<file path="config.mk">
export PLATFORM = sky130hd
export DESIGN_NAME = deflate_fixed_huffman_encoder_unit
export DESIGN_NICKNAME = d
export VERILOG_FILES = /design/src/sv/dfhe_pkg.sv /design/src/sv/deflate_fixed_huffman_encoder_unit.sv /design/src/sv/dfhe_front.sv /design/src/sv/dfhe_queue.sv /design/src/sv/dfhe_back.sv
export SDC_FILE = /design/constraint.sdc
export NUM_CORES = 1
export LEC_CHECK = 0
export BUFFER_PORTS_ARGS = -buffer_cell sky130_fd_sc_hd__buf_2
export CAP_MARGIN = 15
export CORE_UTILIZATION = 50
export CTS_CLUSTER_SIZE = 28
export DETAILED_ROUTE_END_ITERATION = 8
export PLACE_DENSITY = 0.79
export SYNTH_ARGS = -nofsm -noshare
export SYNTH_HDL_FRONTEND = slang
export SYNTH_SLANG_ARGS = --single-unit
</file>
<file path="constraint.sdc">
create_clock -name clk -period 4.8 [get_ports clk]
set_input_delay 0.72 -clock clk [delete_from_list [all_inputs] [get_ports clk]]
set_output_delay 0.72 -clock clk [all_outputs]
set_load 0.01 [all_outputs]
</file>
<file path="src/sv/dfhe_pkg.sv">
package dfhe_pkg;

	// configuration register
	localparam int unsigned CAP_W       = 21;
	localparam logic [CAP_W-1:0] CAP_RESET = 21'h100000;

	// token assembly widths
	localparam int unsigned TOK_W       = 34;   // header + longest match
	localparam int unsigned TOK_CNT_W   = 6;
	localparam int unsigned PEND_W      = 7;    // fewer than 8 bits wait between tokens
	localparam int unsigned PCNT_W      = 3;
	localparam int unsigned MERGE_W     = 41;   // pending + token
	localparam int unsigned ENTRY_BYTES = 5;
	localparam int unsigned NBYTES_W    = 3;

	// decoupling queue
	localparam int unsigned QUEUE_DEPTH = 4;

	// fixed huffman code constants
	localparam logic [8:0] LIT_LOW_OFS  = 9'h030;
	localparam logic [8:0] LEN_HIGH_OFS = 9'h0C0;
	localparam logic [7:0] LIT_LOW_MAX  = 8'd143;
	localparam logic [4:0] LEN_LOW_MAX  = 5'd22;   // symbol 279
	localparam logic [8:0] LEN_MIN      = 9'd3;
	localparam logic [8:0] LEN_MAX      = 9'd258;
	localparam logic [15:0] DIST_MAX    = 16'd32768;
	localparam logic [2:0] HDR_BITS     = 3'b011; // bfinal, btype fixed

	typedef enum logic [1:0] {
		KIND_LITERAL = 2'd0,
		KIND_MATCH   = 2'd1,
		KIND_END     = 2'd2,
		KIND_NONE    = 2'd3
	} kind_t;

	localparam logic [8:0] LEN_BASE [0:28] = '{
		9'd3, 9'd4, 9'd5, 9'd6, 9'd7, 9'd8, 9'd9, 9'd10, 9'd11, 9'd13, 9'd15, 9'd17,
		9'd19, 9'd23, 9'd27, 9'd31, 9'd35, 9'd43, 9'd51, 9'd59, 9'd67, 9'd83,
		9'd99, 9'd115, 9'd131, 9'd163, 9'd195, 9'd227, 9'd258
	};
	localparam logic [2:0] LEN_XBITS [0:28] = '{
		3'd0, 3'd0, 3'd0, 3'd0, 3'd0, 3'd0, 3'd0, 3'd0, 3'd1, 3'd1, 3'd1, 3'd1,
		3'd2, 3'd2, 3'd2, 3'd2, 3'd3, 3'd3, 3'd3, 3'd3, 3'd4, 3'd4, 3'd4, 3'd4,
		3'd5, 3'd5, 3'd5, 3'd5, 3'd0
	};
	localparam logic [15:0] DIST_BASE [0:29] = '{
		16'd1, 16'd2, 16'd3, 16'd4, 16'd5, 16'd7, 16'd9, 16'd13, 16'd17, 16'd25,
		16'd33, 16'd49, 16'd65, 16'd97, 16'd129, 16'd193, 16'd257, 16'd385,
		16'd513, 16'd769, 16'd1025, 16'd1537, 16'd2049, 16'd3073, 16'd4097,
		16'd6145, 16'd8193, 16'd12289, 16'd16385, 16'd24577
	};
	localparam logic [3:0] DIST_XBITS [0:29] = '{
		4'd0, 4'd0, 4'd0, 4'd0, 4'd1, 4'd1, 4'd2, 4'd2, 4'd3, 4'd3, 4'd4, 4'd4,
		4'd5, 4'd5, 4'd6, 4'd6, 4'd7, 4'd7, 4'd8, 4'd8, 4'd9, 4'd9, 4'd10, 4'd10,
		4'd11, 4'd11, 4'd12, 4'd12, 4'd13, 4'd13
	};

	// one queue entry: bytes completed by one token
	typedef struct packed {
		logic [ENTRY_BYTES-1:0][7:0] bytes;
		logic [NBYTES_W-1:0]         nbytes;
		logic                        done;
	} tok_entry_t;

	function automatic logic [4:0] len_code(input logic [8:0] len);
		logic [4:0] lc;
		lc = '0;
		for (int i = 1; i < 29; i++) begin
			if (len >= LEN_BASE[i]) lc = 5'(i);
		end
		return lc;
	endfunction

	function automatic logic [4:0] dist_code(input logic [15:0] distance);
		logic [4:0] dc;
		dc = '0;
		for (int i = 1; i < 30; i++) begin
			if (distance >= DIST_BASE[i]) dc = 5'(i);
		end
		return dc;
	endfunction

	function automatic logic [8:0] rev9(input logic [8:0] v);
		logic [8:0] r;
		for (int i = 0; i < 9; i++) r[i] = v[8-i];
		return r;
	endfunction

	function automatic logic [4:0] rev5(input logic [4:0] v);
		logic [4:0] r;
		for (int i = 0; i < 5; i++) r[i] = v[4-i];
		return r;
	endfunction

endpackage

</file>
<file path="src/sv/deflate_fixed_huffman_encoder_unit.sv">
// channel      dir  handshake              payload
// s_axis       in   tvalid/tready          tuser kind, tdata literal/length/distance
// m_axis       out  tvalid/tready          tuser flags, tdata byte/count, tlast
// cfg          in   cfg_valid/cfg_ready    cfg_data output capacity in bytes
//
// a token is taken every cycle while the token queue has room; it passes one
// register stage for code lookup and is merged with the pending bits on entry
// to the queue. the byte sequencer sends one result per cycle while the receiver
// takes them, so a token gives at most max(1, bytes it completes) results (one to five).
// arst_n clears all control state; the capacity returns to 1048576 bytes.
// either side may stall; the queue and the output register keep both running.
module deflate_fixed_huffman_encoder_unit #(
	parameter int unsigned QUEUE_DEPTH = dfhe_pkg::QUEUE_DEPTH
) (
	input  logic        clk,
	input  logic        arst_n,
	input  logic        s_axis_tvalid,
	output logic        s_axis_tready,
	input  logic [39:0] s_axis_tdata,  // literal[7:0], match_length[16:8],
	                                   // match_distance[32:17], zero[39:33]
	input  logic [1:0]  s_axis_tuser,  // kind[1:0]
	output logic        m_axis_tvalid,
	input  logic        m_axis_tready,
	output logic [31:0] m_axis_tdata,  // out_byte[7:0], bytes_written[28:8], zero[31:29]
	output logic        m_axis_tlast,
	output logic [2:0]  m_axis_tuser,  // byte_valid[0], block_done[1], overflow_error[2]
	input  logic        cfg_valid,
	output logic        cfg_ready,
	input  logic [20:0] cfg_data
);

	logic [dfhe_pkg::CAP_W-1:0] cap_q;
	logic                       q_full, q_push, q_pop, head_valid;
	dfhe_pkg::tok_entry_t       q_entry, head;

	// capacity register
	assign cfg_ready = 1'b1;

	always_ff @(posedge clk or negedge arst_n) begin
		if (!arst_n) begin
			cap_q <= dfhe_pkg::CAP_RESET;
		end else if (cfg_valid && cfg_ready) begin
			cap_q <= cfg_data;
		end
	end

	dfhe_front u_front (
		.clk           (clk),
		.arst_n        (arst_n),
		.s_axis_tvalid (s_axis_tvalid),
		.s_axis_tready (s_axis_tready),
		.s_axis_tdata  (s_axis_tdata),
		.s_axis_tuser  (s_axis_tuser),
		.q_full        (q_full),
		.q_push        (q_push),
		.q_entry       (q_entry)
	);

	dfhe_queue #(
		.DEPTH (QUEUE_DEPTH)
	) u_queue (
		.clk        (clk),
		.arst_n     (arst_n),
		.push       (q_push),
		.wr_entry   (q_entry),
		.full       (q_full),
		.pop        (q_pop),
		.head_valid (head_valid),
		.head       (head)
	);

	dfhe_back u_back (
		.clk           (clk),
		.arst_n        (arst_n),
		.cap           (cap_q),
		.head_valid    (head_valid),
		.head          (head),
		.pop           (q_pop),
		.m_axis_tvalid (m_axis_tvalid),
		.m_axis_tready (m_axis_tready),
		.m_axis_tdata  (m_axis_tdata),
		.m_axis_tlast  (m_axis_tlast),
		.m_axis_tuser  (m_axis_tuser)
	);

	// a byte result never counts past the capacity
	a_cap_respected: assert property (@(posedge clk) disable iff (!arst_n)
		m_axis_tvalid && m_axis_tuser[0] |-> m_axis_tdata[28:8] <= cap_q)
		else $error("byte count beyond capacity");

	// block end closes the token's results
	a_done_is_last: assert property (@(posedge clk) disable iff (!arst_n)
		m_axis_tvalid && m_axis_tuser[1] |-> m_axis_tlast)
		else $error("block_done without tlast");

	// a status result is the only result of its token and carries no byte
	a_status_last: assert property (@(posedge clk) disable iff (!arst_n)
		m_axis_tvalid && !m_axis_tuser[0] |-> m_axis_tlast && m_axis_tdata[7:0] == 8'd0)
		else $error("malformed status result");

	// the front never writes into a full queue
	a_no_push_full: assert property (@(posedge clk) disable iff (!arst_n)
		q_push |-> !q_full)
		else $error("queue overrun");

endmodule

</file>
<file path="src/sv/dfhe_front.sv">
module dfhe_front (
	input  logic                clk,
	input  logic                arst_n,
	input  logic                s_axis_tvalid,
	output logic                s_axis_tready,
	input  logic [39:0]         s_axis_tdata,
	input  logic [1:0]          s_axis_tuser,
	input  logic                q_full,
	output logic                q_push,
	output dfhe_pkg::tok_entry_t q_entry
);

	dfhe_pkg::kind_t kind;
	logic [7:0]  lit;
	logic [8:0]  len_in, len_c;
	logic [15:0] dist_in, dist_c;
	logic [4:0]  lc, dc;
	logic [2:0]  lx;
	logic [3:0]  dx;
	logic [4:0]  lext;
	logic [12:0] dext;
	logic [8:0]  sym_code, sym_rev;
	logic [3:0]  sym_n;
	logic        is_match;
	logic [1:0]  hdr_n;
	logic [2:0]  hdr;
	logic [13:0] len_part;
	logic [3:0]  len_n;
	logic [17:0] dist_part;
	logic [4:0]  dist_n;
	logic [dfhe_pkg::TOK_W-1:0]     tok;
	logic [dfhe_pkg::TOK_CNT_W-1:0] tok_cnt;
	logic        accept;

	logic                            valid_s1;
	logic [dfhe_pkg::TOK_W-1:0]      tok_s1;
	logic [dfhe_pkg::TOK_CNT_W-1:0]  cnt_s1;
	logic                            done_s1;
	logic                            block_start_q;

	logic [dfhe_pkg::PEND_W-1:0]     pend_q;
	logic [dfhe_pkg::PCNT_W-1:0]     pcnt_q;
	logic [dfhe_pkg::MERGE_W-1:0]    merged;
	logic [dfhe_pkg::TOK_CNT_W-1:0]  mcount, mcount_up;
	logic [dfhe_pkg::NBYTES_W-1:0]   nbytes;
	logic [dfhe_pkg::MERGE_W-1:0]    rest;

	// field unpacking and range clamps
	assign kind    = dfhe_pkg::kind_t'(s_axis_tuser);
	assign lit     = s_axis_tdata[7:0];
	assign len_in  = s_axis_tdata[16:8];
	assign dist_in = s_axis_tdata[32:17];

	always_comb begin
		if (len_in < dfhe_pkg::LEN_MIN) len_c = dfhe_pkg::LEN_MIN;
		else if (len_in > dfhe_pkg::LEN_MAX) len_c = dfhe_pkg::LEN_MAX;
		else len_c = len_in;
		if (dist_in == 16'd0) dist_c = 16'd1;
		else if (dist_in > dfhe_pkg::DIST_MAX) dist_c = dfhe_pkg::DIST_MAX;
		else dist_c = dist_in;
	end

	// length and distance codes with extra bits
	assign lc   = dfhe_pkg::len_code(len_c);
	assign lx   = dfhe_pkg::LEN_XBITS[lc];
	assign lext = 5'(len_c - dfhe_pkg::LEN_BASE[lc]);
	assign dc   = dfhe_pkg::dist_code(dist_c);
	assign dx   = dfhe_pkg::DIST_XBITS[dc];
	assign dext = 13'(dist_c - dfhe_pkg::DIST_BASE[dc]);
	assign is_match = (kind == dfhe_pkg::KIND_MATCH);

	// literal/length symbol code
	always_comb begin
		unique case (kind)
			dfhe_pkg::KIND_LITERAL: begin
				if (lit <= dfhe_pkg::LIT_LOW_MAX) begin
					sym_code = 9'(lit) + dfhe_pkg::LIT_LOW_OFS;
					sym_n    = 4'd8;
				end else begin
					sym_code = {1'b1, lit};
					sym_n    = 4'd9;
				end
			end
			dfhe_pkg::KIND_MATCH: begin
				if (lc <= dfhe_pkg::LEN_LOW_MAX) begin
					sym_code = 9'(lc) + 9'd1;
					sym_n    = 4'd7;
				end else begin
					sym_code = dfhe_pkg::LEN_HIGH_OFS + 9'(lc) - 9'(dfhe_pkg::LEN_LOW_MAX)
						- 9'd1;
					sym_n    = 4'd8;
				end
			end
			dfhe_pkg::KIND_END: begin
				sym_code = '0;
				sym_n    = 4'd7;
			end
			default: begin
				sym_code = '0;
				sym_n    = 4'd0;
			end
		endcase
	end

	assign sym_rev = dfhe_pkg::rev9(sym_code) >> (4'd9 - sym_n);

	// token bit string, first bit in bit 0
	always_comb begin
		hdr_n     = (block_start_q && kind != dfhe_pkg::KIND_NONE) ? 2'd3 : 2'd0;
		hdr       = (hdr_n != 2'd0) ? dfhe_pkg::HDR_BITS : 3'b000;
		len_part  = 14'(sym_rev) | ((is_match ? 14'(lext) : 14'd0) << sym_n);
		len_n     = sym_n + (is_match ? 4'(lx) : 4'd0);
		dist_part = is_match ? {dext, dfhe_pkg::rev5(dc)} : 18'd0;
		dist_n    = is_match ? 5'd5 + 5'(dx) : 5'd0;
		tok       = dfhe_pkg::TOK_W'(hdr)
			| (dfhe_pkg::TOK_W'(len_part) << hdr_n)
			| (dfhe_pkg::TOK_W'(dist_part) << (6'(hdr_n) + 6'(len_n)));
		tok_cnt   = dfhe_pkg::TOK_CNT_W'(hdr_n) + dfhe_pkg::TOK_CNT_W'(len_n)
			+ dfhe_pkg::TOK_CNT_W'(dist_n);
	end

	// stage 1 handshake
	assign q_push        = valid_s1 && !q_full;
	assign s_axis_tready = !valid_s1 || !q_full;
	assign accept        = s_axis_tvalid && s_axis_tready;

	always_ff @(posedge clk or negedge arst_n) begin
		if (!arst_n) begin
			valid_s1      <= 1'b0;
			block_start_q <= 1'b1;
		end else begin
			if (accept) begin
				valid_s1 <= 1'b1;
				if (kind == dfhe_pkg::KIND_END) block_start_q <= 1'b1;
				else if (kind != dfhe_pkg::KIND_NONE) block_start_q <= 1'b0;
			end else if (q_push) begin
				valid_s1 <= 1'b0;
			end
		end
	end

	always_ff @(posedge clk) begin
		if (accept) begin
			tok_s1  <= tok;
			cnt_s1  <= tok_cnt;
			done_s1 <= (kind == dfhe_pkg::KIND_END);
		end
	end

	// merge with pending bits and cut whole bytes
	always_comb begin
		merged    = dfhe_pkg::MERGE_W'(pend_q) | (dfhe_pkg::MERGE_W'(tok_s1) << pcnt_q);
		mcount    = dfhe_pkg::TOK_CNT_W'(pcnt_q) + cnt_s1;
		mcount_up = mcount + dfhe_pkg::TOK_CNT_W'(7);
		nbytes    = done_s1 ? dfhe_pkg::NBYTES_W'(mcount_up >> 3)
			: dfhe_pkg::NBYTES_W'(mcount >> 3);
		rest      = merged >> {nbytes, 3'b000};
		q_entry.bytes  = merged[dfhe_pkg::ENTRY_BYTES*8-1:0];
		q_entry.nbytes = nbytes;
		q_entry.done   = done_s1;
	end

	always_ff @(posedge clk or negedge arst_n) begin
		if (!arst_n) begin
			pend_q <= '0;
			pcnt_q <= '0;
		end else if (q_push) begin
			if (done_s1) begin
				pend_q <= '0;
				pcnt_q <= '0;
			end else begin
				pend_q <= rest[dfhe_pkg::PEND_W-1:0];
				pcnt_q <= mcount[dfhe_pkg::PCNT_W-1:0];
			end
		end
	end

endmodule

</file>
<file path="src/sv/dfhe_queue.sv">
module dfhe_queue #(
	parameter int unsigned DEPTH = dfhe_pkg::QUEUE_DEPTH
) (
	input  logic                 clk,
	input  logic                 arst_n,
	input  logic                 push,
	input  dfhe_pkg::tok_entry_t wr_entry,
	output logic                 full,
	input  logic                 pop,
	output logic                 head_valid,
	output dfhe_pkg::tok_entry_t head
);

	localparam int unsigned PTR_W = (DEPTH > 1) ? $clog2(DEPTH) : 1;
	localparam int unsigned CNT_W = $clog2(DEPTH + 1);

	dfhe_pkg::tok_entry_t mem_q [DEPTH];
	logic [PTR_W-1:0] wr_ptr_q, rd_ptr_q;
	logic [CNT_W-1:0] count_q;
	logic             do_push, do_pop;

	assign full       = (count_q == CNT_W'(DEPTH));
	assign head_valid = (count_q != '0);
	assign head       = mem_q[rd_ptr_q];
	assign do_push    = push && !full;
	assign do_pop     = pop && head_valid;

	// entry storage
	always_ff @(posedge clk) begin
		if (do_push) mem_q[wr_ptr_q] <= wr_entry;
	end

	// pointers and fill count
	always_ff @(posedge clk or negedge arst_n) begin
		if (!arst_n) begin
			wr_ptr_q <= '0;
			rd_ptr_q <= '0;
			count_q  <= '0;
		end else begin
			if (do_push) wr_ptr_q <= (wr_ptr_q == PTR_W'(DEPTH - 1)) ? '0 : wr_ptr_q + 1'b1;
			if (do_pop) rd_ptr_q <= (rd_ptr_q == PTR_W'(DEPTH - 1)) ? '0 : rd_ptr_q + 1'b1;
			if (do_push && !do_pop) count_q <= count_q + 1'b1;
			else if (do_pop && !do_push) count_q <= count_q - 1'b1;
		end
	end

endmodule

</file>
<file path="src/sv/dfhe_back.sv">
module dfhe_back (
	input  logic                          clk,
	input  logic                          arst_n,
	input  logic [dfhe_pkg::CAP_W-1:0]    cap,
	input  logic                          head_valid,
	input  dfhe_pkg::tok_entry_t          head,
	output logic                          pop,
	output logic                          m_axis_tvalid,
	input  logic                          m_axis_tready,
	output logic [31:0]                   m_axis_tdata,
	output logic                          m_axis_tlast,
	output logic [2:0]                    m_axis_tuser
);

	logic [dfhe_pkg::NBYTES_W-1:0] idx_q;
	logic [dfhe_pkg::CAP_W-1:0]    pos_q, pos_inc, res_pos;
	logic                          ovf_q, res_ovf;
	logic                          fire, is_status, final_byte, cut, fin;
	logic [7:0]                    res_byte;
	logic                          res_bv, res_done;

	logic                          tvalid_q;
	logic [7:0]                    byte_q;
	logic [dfhe_pkg::CAP_W-1:0]    pos_out_q;
	logic                          bv_q, last_q, done_q, ovf_out_q;

	assign fire = head_valid && (!tvalid_q || m_axis_tready);

	// per byte decision: emit, cut short at capacity, or status only
	always_comb begin
		is_status  = (head.nbytes == '0) || (pos_q >= cap);
		pos_inc    = pos_q + 1'b1;
		final_byte = (idx_q == head.nbytes - 1'b1);
		cut        = !final_byte && (pos_inc >= cap);
		if (is_status) begin
			fin      = 1'b1;
			res_byte = '0;
			res_bv   = 1'b0;
			res_ovf  = ovf_q || (head.nbytes != '0);
			res_pos  = pos_q;
		end else begin
			fin      = final_byte || cut;
			res_byte = head.bytes[idx_q];
			res_bv   = 1'b1;
			res_ovf  = ovf_q || cut;
			res_pos  = pos_inc;
		end
		res_done = fin && head.done;
		pop      = fire && fin;
	end

	// block bookkeeping
	always_ff @(posedge clk or negedge arst_n) begin
		if (!arst_n) begin
			idx_q <= '0;
			pos_q <= '0;
			ovf_q <= 1'b0;
		end else if (fire) begin
			idx_q <= fin ? '0 : idx_q + 1'b1;
			if (res_done) begin
				pos_q <= '0;
				ovf_q <= 1'b0;
			end else begin
				pos_q <= res_pos;
				ovf_q <= res_ovf;
			end
		end
	end

	// output register
	always_ff @(posedge clk or negedge arst_n) begin
		if (!arst_n) begin
			tvalid_q <= 1'b0;
		end else if (fire) begin
			tvalid_q <= 1'b1;
		end else if (m_axis_tready) begin
			tvalid_q <= 1'b0;
		end
	end

	always_ff @(posedge clk) begin
		if (fire) begin
			byte_q    <= res_byte;
			pos_out_q <= res_pos;
			bv_q      <= res_bv;
			last_q    <= fin;
			done_q    <= res_done;
			ovf_out_q <= res_ovf;
		end
	end

	assign m_axis_tvalid = tvalid_q;
	assign m_axis_tdata  = {3'b000, pos_out_q, byte_q};
	assign m_axis_tlast  = last_q;
	assign m_axis_tuser  = {ovf_out_q, done_q, bv_q};

endmodule

</file>
# Word-level counts from Yosys, hierarchy flattened
# Memories as Yosys holds them, arrays and structs flattened.
# Index checks and enable logic that the tools add are counted.
# op_classes
addsub	21
order_cmp	67
eq_ne	7
shifts	6
n_mux	105
bitwise	6
reduce_logical	34
# ops
op	count
$mux 5	31
$mux 4	19
$ge 9x4->1 const B	6
$ge 16x3->1 const B	3
$mux 3	16
$ge 9x5->1 const B	5
$ge 21x21->1	2
$mux 21	2
$or 7x41->41	1
$shl 34x3->41	1
$shr 41x6->7	1
$ge 9x3->1 const B	4
$ge 9x6->1 const B	4
$ge 9x7->1 const B	4
$ge 9x8->1 const B	4
$mux 9	4
$or 3x34->34	1
$or 34x34->34	1
$shl 14x2->34	1
$shl 18x6->34	1
$ge 16x10->1 const B	2
$ge 16x11->1 const B	2
$ge 16x12->1 const B	2
$ge 16x13->1 const B	2
other kinds (63)	127
# totals
reg_bits	140
ram_bits	176
mem_bits_ro	1024
out_inout_bits	39
n_memories	5
# mem_list
memory	depth	width	rd	rd_ports_with_merged_regs	wr	line_no	rtl
(name not given)	32	16	1	0	0	dfhe_front.sv:69	assign dext = 13'(dist_c - dfhe_pkg::DIST_BASE[dc]);
(name not given)	32	9	1	0	0	dfhe_front.sv:66	assign lext = 5'(len_c - dfhe_pkg::LEN_BASE[lc]);
u_queue.mem_q	4	44	1	0	1	dfhe_queue.sv:17	dfhe_pkg::tok_entry_t mem_q [DEPTH];
(name not given)	32	4	1	0	0	dfhe_front.sv:68	assign dx = dfhe_pkg::DIST_XBITS[dc];
(name not given)	32	3	1	0	0	dfhe_front.sv:65	assign lx = dfhe_pkg::LEN_XBITS[lc];

# Depth between registers and ports, before layout
# Gate-level depths: netlist (run 1).
# logic_depth
depth_word	43
ltp_mapped	29

# Modules after synthesis
# Synthesis (run 1) repeated with hierarchy kept, for this count alone.
# unflattened
cells_unflattened	1927
hier_area_um2	20851.2
# by_module_without_submodules
mod	instances	cells_each	area_each_um2	seq_area_each_um2
dfhe_front	1	1175	8770.9	1532.7
dfhe_queue	1	267	6870.3	5460.2
dfhe_back	1	439	4337.9	1641.6
deflate_fixed_huffman_encoder_unit	1	46	872.1	526.8

# Worst setup path before layout (run 1)
# No wires, ideal clock.
# synth_timing
path_type	input -> register
startpoint	input s_axis_tdata[8]
endpoint	register u_front.cnt_s1[5] (netlist bit), data pin
arrival_time_ns	6.456
path_slack_ns	-1.913
path_stages	26
n_path_buf	5
path_cell_list	clkbuf_1 > a2111oi_0 > nor2_1 > a21oi_1 > a21o_1 > clkbuf_1 > inv_1 > ha_1 > a22o_1 > o21ai_1 > and2_0 > clkbuf_1 > inv_1 > ha_1 > inv_1 > fa_1 > fa_1 > inv_1 > clkbuf_1 > clkbuf_1 > ha_1 > a21o_1 > a21oi_1 > nor2b_1 > o21ai_0 > nand2b_1
# synth_between
elab_chain_cells	40
elab_cells_between_ends	71
classes_between	add/sub (3); order compare (31); mux (35); bitwise (1); memory (1)
# synth_lines
item	line_no	rtl
start: declaration	deflate_fixed_huffman_encoder_unit.sv:19	input logic [39:0] s_axis_tdata,
$gt 9x9->1	dfhe_front.sv:56	else if (len_in > dfhe_pkg::LEN_MAX) len_c = dfhe_pkg::LEN_MAX;
$mux 9	dfhe_front.sv:56	
$mux 9 (*)	dfhe_front.sv:55	if (len_in < dfhe_pkg::LEN_MIN) len_c = dfhe_pkg::LEN_MIN;
$ge 9x3->1	dfhe_pkg.sv:69	if (len >= LEN_BASE[i]) lc = 5'(i);
$mux 1	dfhe_pkg.sv:69	
$mux 2 (2 in a row)	dfhe_pkg.sv:69	
$mux 3 (4 in a row)	dfhe_pkg.sv:69	
$mux 4 (8 in a row)	dfhe_pkg.sv:69	
[... 13 more ...]	-	
$not 5->6 (implied by the code)	dfhe_front.sv:65	
$mem_v2 32x3	-	
$mux 3 (implied by the code) (2 in a row)	dfhe_front.sv:65	
$mux 3	dfhe_front.sv:112	len_n = sym_n + (is_match ? 4'(lx) : 4'd0);
$add 4x4->4 (*)	dfhe_front.sv:112	
$add 2x4->5 (*)	dfhe_front.sv:118	tok_cnt = dfhe_pkg::TOK_CNT_W'(hdr_n) + dfhe_pkg::TOK_CNT_W'(len_n)
$add 6x5->6 (*)	dfhe_front.sv:119	+ dfhe_pkg::TOK_CNT_W'(dist_n);
named net u_front.tok_cnt (one bit)	dfhe_front.sv:32	logic [dfhe_pkg::TOK_CNT_W-1:0] tok_cnt;
end signal: assignment	dfhe_front.sv:145	cnt_s1 <= tok_cnt;
end: declaration	dfhe_front.sv:37	logic [dfhe_pkg::TOK_CNT_W-1:0] cnt_s1;
# The timed path passes the listed nets; every way through them passes the cells marked *. The select of a mux whose other input is x is not followed.
# A chain may end at the register's enable or synchronous reset.

# Worst setup path in the final report (run 1)
# layout_timing
startpoint	input s_axis_tdata[20]
endpoint	register u_front.tok_s1[30] (netlist bit), data pin
# layout_between
elab_chain_cells	41
elab_cells_between_ends	70
classes_between	add/sub (1); order compare (30); shift (1); mux (34); bitwise (2); reduce/logical (1); memory (1)
# layout_lines
item	line_no	rtl
$gt 16x16->1	dfhe_front.sv:59	else if (dist_in > dfhe_pkg::DIST_MAX) dist_c = dfhe_pkg::DIST_MAX;
$mux 16	dfhe_front.sv:59	
$mux 16 (*)	dfhe_front.sv:58	if (dist_in == 16'd0) dist_c = 16'd1;
$ge 16x2->1	dfhe_pkg.sv:78	if (distance >= DIST_BASE[i]) dc = 5'(i);
$mux 1	dfhe_pkg.sv:78	
$mux 2 (2 in a row)	dfhe_pkg.sv:78	
$mux 3 (4 in a row)	dfhe_pkg.sv:78	
$mux 4 (8 in a row)	dfhe_pkg.sv:78	
$mux 5 (14 in a row)	dfhe_pkg.sv:78	
$not 5->6 (implied by the code)	dfhe_front.sv:69	
$mem_v2 32x16	-	
$mux 13 (implied by the code) (2 in a row)	dfhe_front.sv:69	
$sub 13x13->13	dfhe_front.sv:69	
$mux 18 (*)	dfhe_front.sv:113	dist_part = is_match ? {dext, dfhe_pkg::rev5(dc)} : 18'd0;
$shl 18x6->34 (*)	dfhe_front.sv:117	| (dfhe_pkg::TOK_W'(dist_part) << (6'(hdr_n) + 6'(len_n)));
$or 34x34->34 (*)	dfhe_front.sv:117	
named net u_front.tok (one bit)	dfhe_front.sv:31	logic [dfhe_pkg::TOK_W-1:0] tok;
end signal: assignment	dfhe_front.sv:144	tok_s1 <= tok;
end: declaration	dfhe_front.sv:36	logic [dfhe_pkg::TOK_W-1:0] tok_s1;
# Marked as above.

==> out/results.ini, run 1 <==
[drt]
vias_per_cell=6.37
ant_nets=0
drt-total-wl_um=64800
drc_errors=0
wl_per_cell_um=21.7
vias=18980
drt-initial-drc-count=1876
first_pass_iters=6

[floorplanning]
start_util_pct=50.8
dieArea_um2=42500
die_x_um=206
core-area_um2=41000
placementRows=74
die_h_um=206
io_pins=107

[setup_path]
required_ns=5.21
max_stage_delay_ns=0.58
critPathCaptureType=flop
rrSetupSlack_ns=-0.25
crit_fanout=7
critPathCapture=u_front.tok_s1[30]
crit_chain=buf_6 -> or4_4 -> buf_8 -> buf_4 -> o21ai_0 -> o21ai_0 -> a31oi_1 -> o21bai_2 -> a31oi_4 -> inv_4 -> ha_4 -> or3_4 -> ha_4 -> a21o_1 -> a21oi_4 -> buf_6 -> a2111o_1 -> a31oi_2 -> a211o_1 -> o211ai_1 -> mux2i_2 -> buf_4 -> a21oi_2 -> a31oi_1
critPathTopFamily=compound AO/OA/AOI/OAI gates
crit_path_top_delay_cell=or4_4
cp-start-kind=primary input
critPathBufInv=6
r2r_start=u_back.pos_q[1]
critPathKind=in2reg
rr_worst_depth=25
arrival_ns=5.75
cp_num_cells=24
r2r_end=u_queue.count_q[2]
cp-startpoint=s_axis_tdata[20]

[sta]
rsz0062_at_grt=yes
slew_viol_final=0
tightest_slew_ns=0.993
fin_crit_ns=5.34
worst_slack_ns=-0.543
hold_viol=0
period_share_pct=111
fmax_mhz=187
setup_viol=41
finalClockSkew_ns=0.0161
final.hold.worst_slack_ns=0.281
finalSetupTns_ns=-12.19
slew_headroom_pct=33.3

[synth]
ys_warn_count=0
synth-async-reset-ratio_pct=20.9
postSynthCellCount=1989
ys_ff_latch=316
synth_cell_types=95
synth_edf_count=250
synth_top_cell_area_share_pct=36.0
synthFlopType=edfxtp_1
yosysTopAreaCell=edfxtp_1
yosys-top-cells-area=edfxtp_1 (36%), dfrtp_1 (7.7%), mux4_2 (7.7%), ha_1 (6.0%), nand2_1 (4.0%)
ys_seq_area_share_pct=43.9
synth_area_um2=20900
synth_area_per_cell_um2=10.5

[power]
comb_power_share_pct=48.3
p_int_mw=8.27
power.share.clock_pct=17.3
switching_share_pct=38.5
powerDensity_nw_per_um2=493
p_switching_mw=5.19
peakVddDrop_mv=0.279
p_total_mw=13.5
cellLeakagePower_nw=11.2
seqPwrFrac_pct=34.4

[final_layout]
areaGrowthSynthToFinish_pct=30.9
mostFrequentLayoutCell=buf_4
final_nets=2600
drive_gt1_share_pct=37.1
fill_cells=2826
stdcell_count=2981
final_cell_mix=buf_4 (394), edfxtp_1 (250), nand2_1 (211)
final_core_util_pct=66.5
num_antenna_cells=0
design_area_um2=27300

[clock_tree]
cts_max_level=1
clkSlewWorstSetupHoldPaths_ns=0.06
clkLatencyLatePin_ns=0.56
ctsHoldBuffers=0
cts_tree=yes
numCtsBuffers=30
cts_sinks=316
clockRootBuffer=clkbuf_16
cts_buffer_depth=3

[placement]
dp.cells=2849
dp_hpwl_um=43100
gp_congestion=0.944
io_buffer_count=95
place_ws_ns=-1.20
placed_cell_area_um2=24400

[run]
drv_cap=0

[grt]
grt_use_total_pct=29.6
overflow=0
grt_pass1_wl_um=99700
antenna_found_initial=0
grt_pass1_vias=18555
grt_max_degree=54

[run_status]
status=finished, violations left
violations=setup timing

[min_path]
hp-class=in2async

[area by class of cell]
class | instances | area [um2] | share of cell area (%)
inverters | 98 | 395 | 1.45
flip-flops and latches | 316 | 9170 | 33.6
well taps | 532 | 666 | 2.44
multi-input cells | 1454 | 12100 | 44.3
clock buffers | 41 | 823 | 3.02
repair buffers | 525 | 4010 | 14.7
clock inverters | 15 | 131 | 0.481
[sequential cells by signal, summed over array words and instances (netlist names), 2 cells and up]
name / count
u_back.pos_out_q: 21
u_queue.rd_ptr_q: 2
u_queue.wr_ptr_q: 2
u_queue.mem_q: 176
u_front.tok_s1: 34
u_back.idx_q: 3
u_front.pcnt_q: 3
u_back.byte_q: 8
u_queue.count_q: 3
u_front.cnt_s1: 6
cap_q: 21
u_back.pos_q: 21
u_front.pend_q: 7
[cell usage after synthesis, types with 18 or more instances]
| master | number |
|---|---|
| dfrtp_1 | 64 |
| nor2_1 | 127 |
| edfxtp_1 | 250 |
| mux4_2 | 71 |
| nor3_1 | 43 |
| nand2b_1 | 18 |
| inv_1 | 91 |
| nand4_1 | 27 |
| nor2b_1 | 24 |
| mux2i_1 | 24 |
| and2_1 | 20 |
| a31o_2 | 18 |
| a21oi_1 | 103 |
| xnor2_1 | 47 |
| nand3_1 | 47 |
| a21o_1 | 35 |
| or3_1 | 19 |
| clkbuf_1 | 89 |
| xor2_1 | 24 |
| buf_1 | 18 |
| a211oi_1 | 21 |
| a31oi_1 | 27 |
| nand2_1 | 221 |
| and3_1 | 22 |
| o21ai_0 | 118 |
| ha_1 | 100 |
[worst min-delay path by stage]
stage                     slack [ns]                 start  cells past startpoint                    to
after floorplan                 0.42                arst_n                      0              cap_q[0]
after global placement          0.47  u_back.m_axis_tvalid                      2  u_back.m_axis_tvalid
after detailed placement        0.49     u_front.pend_q[3]                      1     u_front.pend_q[3]
after CTS                       0.30                arst_n                      1      u_front.valid_s1
after global routing            0.34                arst_n                      1      u_front.valid_s1
final                           0.28                arst_n                      1      u_back.pos_q[17]
[kinds of logic after synthesis]
logic type,synth area share [%]
xor gates and xnor gates,3.09
adders and majority gates,6.77
DFF,43.9
muxes,9.58
buffers and inverters,4.26
other,0.0360
AOI/OAI and AO/OA,17.2
and+or+nand+nor,15.1
[power groups by stage]
stage / sequential (mW) / combinational [mW] / clock, mW
after floorplan: 4.48 / 3.84 / 0
after global placement: 4.60 / 5.37 / 0
after detailed placement: 4.66 / 5.60 / 0
after CTS: 4.62 / 6.15 / 2.33
after global routing: 4.70 / 6.93 / 2.44
final: 4.64 / 6.49 / 2.33
[timing repair]
item / in CTS / in global routing
gates cloned: 2 / 1
setup endpoints to repair: 40 / 41
setup buffers: 48 / 33
pin swaps: 100 / 79
endpoints found under the hold margin: 0 / 0
gates resized for setup: 181 / 119
[per-layer routing]
metal  track usage (%)  wire length, um  vias up
li1                  -                -     8405
met1              38.3            24800     9203
met2              51.0            32000     1097
met3              2.95             4980      275
met4              11.4             3060        0
met5                 0                0        -
Power figures use the tool's default switching activity.
==> inputs of run 2 (changes only) <==
Settings changed: GPL_TIMING_DRIVEN set to 0.
==> run 2 against run 1 <==
Compared with the run above:
- the run still ends with setup timing left
- global-route usage decreased by 0.82 points
- flip-flop and latch count unchanged
- combinational power grew 3%
- critical endpoint is now u_front.tok_s1[17]
==> out/results.ini, run 2 (synthesis results as in run 1) <==
[run_status]
status=finished, violations left
violations=setup timing

[setup_path]
arrival_ns=5.75
crit_fanout=7
critPathCaptureType=flop
cp-start-kind=primary input
required_ns=5.08
critPathKind=in2reg

[final_layout]
design_area_um2=26300
final_core_util_pct=64.0
largest_register_ffs=176
final_cell_mix=edfxtp_1 (250), nand2_1 (211), buf_4 (151)
final_nets=2438
num_antenna_cells=0
largestRegisters=u_queue.mem_q (176), u_front.tok_s1 (34)
areaGrowthSynthToFinish_pct=26.0
mostFrequentLayoutCell=edfxtp_1
fill_cells=2973
top_register=u_queue.mem_q
drive_gt1_share_pct=32.0

[power]
cellLeakagePower_nw=10.4
peakVddDrop_mv=0.291
powerDensity_nw_per_um2=522

[sta]
slew_headroom_pct=29.2
tightest_slew_ns=1.06
worst_slack_ns=-0.672
fin_crit_ns=5.47
hold_viol=0
fmax_mhz=183
finalSetupTns_ns=-18.31
period_share_pct=114
slew_viol_final=0
finalClockSkew_ns=0.0181
rsz0062_at_grt=yes
setup_viol=41

[floorplanning]
core-area_um2=41000
die_h_um=206
start_util_pct=50.8
dieArea_um2=42500
io_pins=107
placementRows=74
die_x_um=206

[clock_tree]
ctsHoldBuffers=0
clkLatencyLatePin_ns=0.57
numCtsBuffers=30
cts_max_level=1
clkSlewWorstSetupHoldPaths_ns=0.07
cts_buffer_depth=3
cts_sinks=316
cts_tree=yes
clockRootBuffer=clkbuf_16

[placement]
io_buffer_count=88
place_ws_ns=-2.30
gp_congestion=1.01
placed_cell_area_um2=22400
dp_hpwl_um=42800

[grt]
overflow=0
grt_pass1_vias=17379
antenna_found_initial=0
grt_pass1_wl_um=96500
grt_max_degree=67
grt_use_total_pct=28.7

[drt]
vias_per_cell=6.53
first_pass_iters=6
vias=18419
drc_errors=0
ant_nets=0
drt-total-wl_um=63100
drt-initial-drc-count=1976
wl_per_cell_um=22.4

[run]
drv_cap=0

[min_path]
hp-class=in2async

## run 2: cell types whose count changed in the layout (fill, tap and decap cells not counted), sizes merged
| cell | change |
|---|---|
| clkinv | -7 |
| bufinv | +3 |
| clkbuf | +68 |
| clkdlybuf4s15 | +1 |
| inv | +2 |
| bufbuf | -1 |
| clkinvlp | +7 |
| buf | -235 |
## run 2: critical path, stage by stage
cell,delay [ns]
buf_12,0.10
or4_4,0.60
o311ai_1,0.38
o211ai_1,0.21
o2111a_2,0.25
buf_4,0.14
nor3_1,0.46
o21ai_0,0.25
a31o_2,0.29
ha_1,0.39
nand2b_4,0.13
a21oi_2,0.06
o31a_1,0.28
or4_1,0.52
o211a_4,0.20
o21a_1,0.21
o2bb2ai_4,0.18
a41oi_2,0.21
o311ai_2,0.15
## run 2: final cells by class
| class | instances | area [um2] | share of cell area (%) |
|---|---|---|---|
| Clock inverter | 20 | 244 | 0.929 |
| Timing Repair Buffer | 250 | 1950 | 7.41 |
| Multi-Input combinational cell | 1454 | 12300 | 46.7 |
| Clock buffer | 36 | 815 | 3.10 |
| Buffer | 113 | 767 | 2.92 |
| Tap cell | 532 | 666 | 2.53 |
| Inverter | 98 | 392 | 1.49 |
| Sequential cell | 316 | 9180 | 34.9 |
## run 2: report_power, final
part / switching, mW / internal [mW]
combinational: 3.96 / 2.70
clock: 1.04 / 1.48
sequential: 0.341 / 4.18
## run 2: timing repair
action                     in CTS  in global routing
setup buffers                  88                 66
pin swaps                     102                108
cloned                          2                  0
setup endpoints to repair     102                 61
resized for setup             268                150
## run 2: worst paths after layout
path	start	to	slack [ns]	depth (start not counted)
setup / recovery	s_axis_tdata[18]	u_front.tok_s1[17]	-0.67	19
hold / removal	arst_n	cap_q[17]	0.29	1
setup reg to reg	u_back.pos_q[1]	u_queue.count_q[2]	-0.06	23
hold reg to reg	u_front.pend_q[4]	u_front.pend_q[4]	0.51	1
max in group asynchronous	arst_n	u_back.pos_q[8]	3.83	1
min in group clk	s_axis_tvalid	u_front.valid_s1	0.36	2
## run 2: through the flow
stage | total power, mW | cells | hold WS, ns
floorplan | 8.32 | 1991 | 0.424
global placement | 9.80 | 2611 | 0.486
detailed placement | 10.1 | 2617 | 0.487
CTS | 13.2 | 2759 | 0.322
global route | 14.3 | 2819 | 0.360
finish | 13.7 | 2819 | 0.286
## run 2: layer usage
| metal | part of all wire (%) | routed length [um] | up-vias | GRT usage (%) |
|---|---|---|---|---|
| li1 | - | - | 8089 | - |
| met1 | 39 | 24800 | 8954 | 38.7 |
| met2 | 48 | 30100 | 1139 | 48.4 |
| met3 | 8.9 | 5630 | 237 | 3.14 |
| met4 | 4.1 | 2580 | 0 | 9.35 |
| met5 | 0 | 0 | - | 0 |
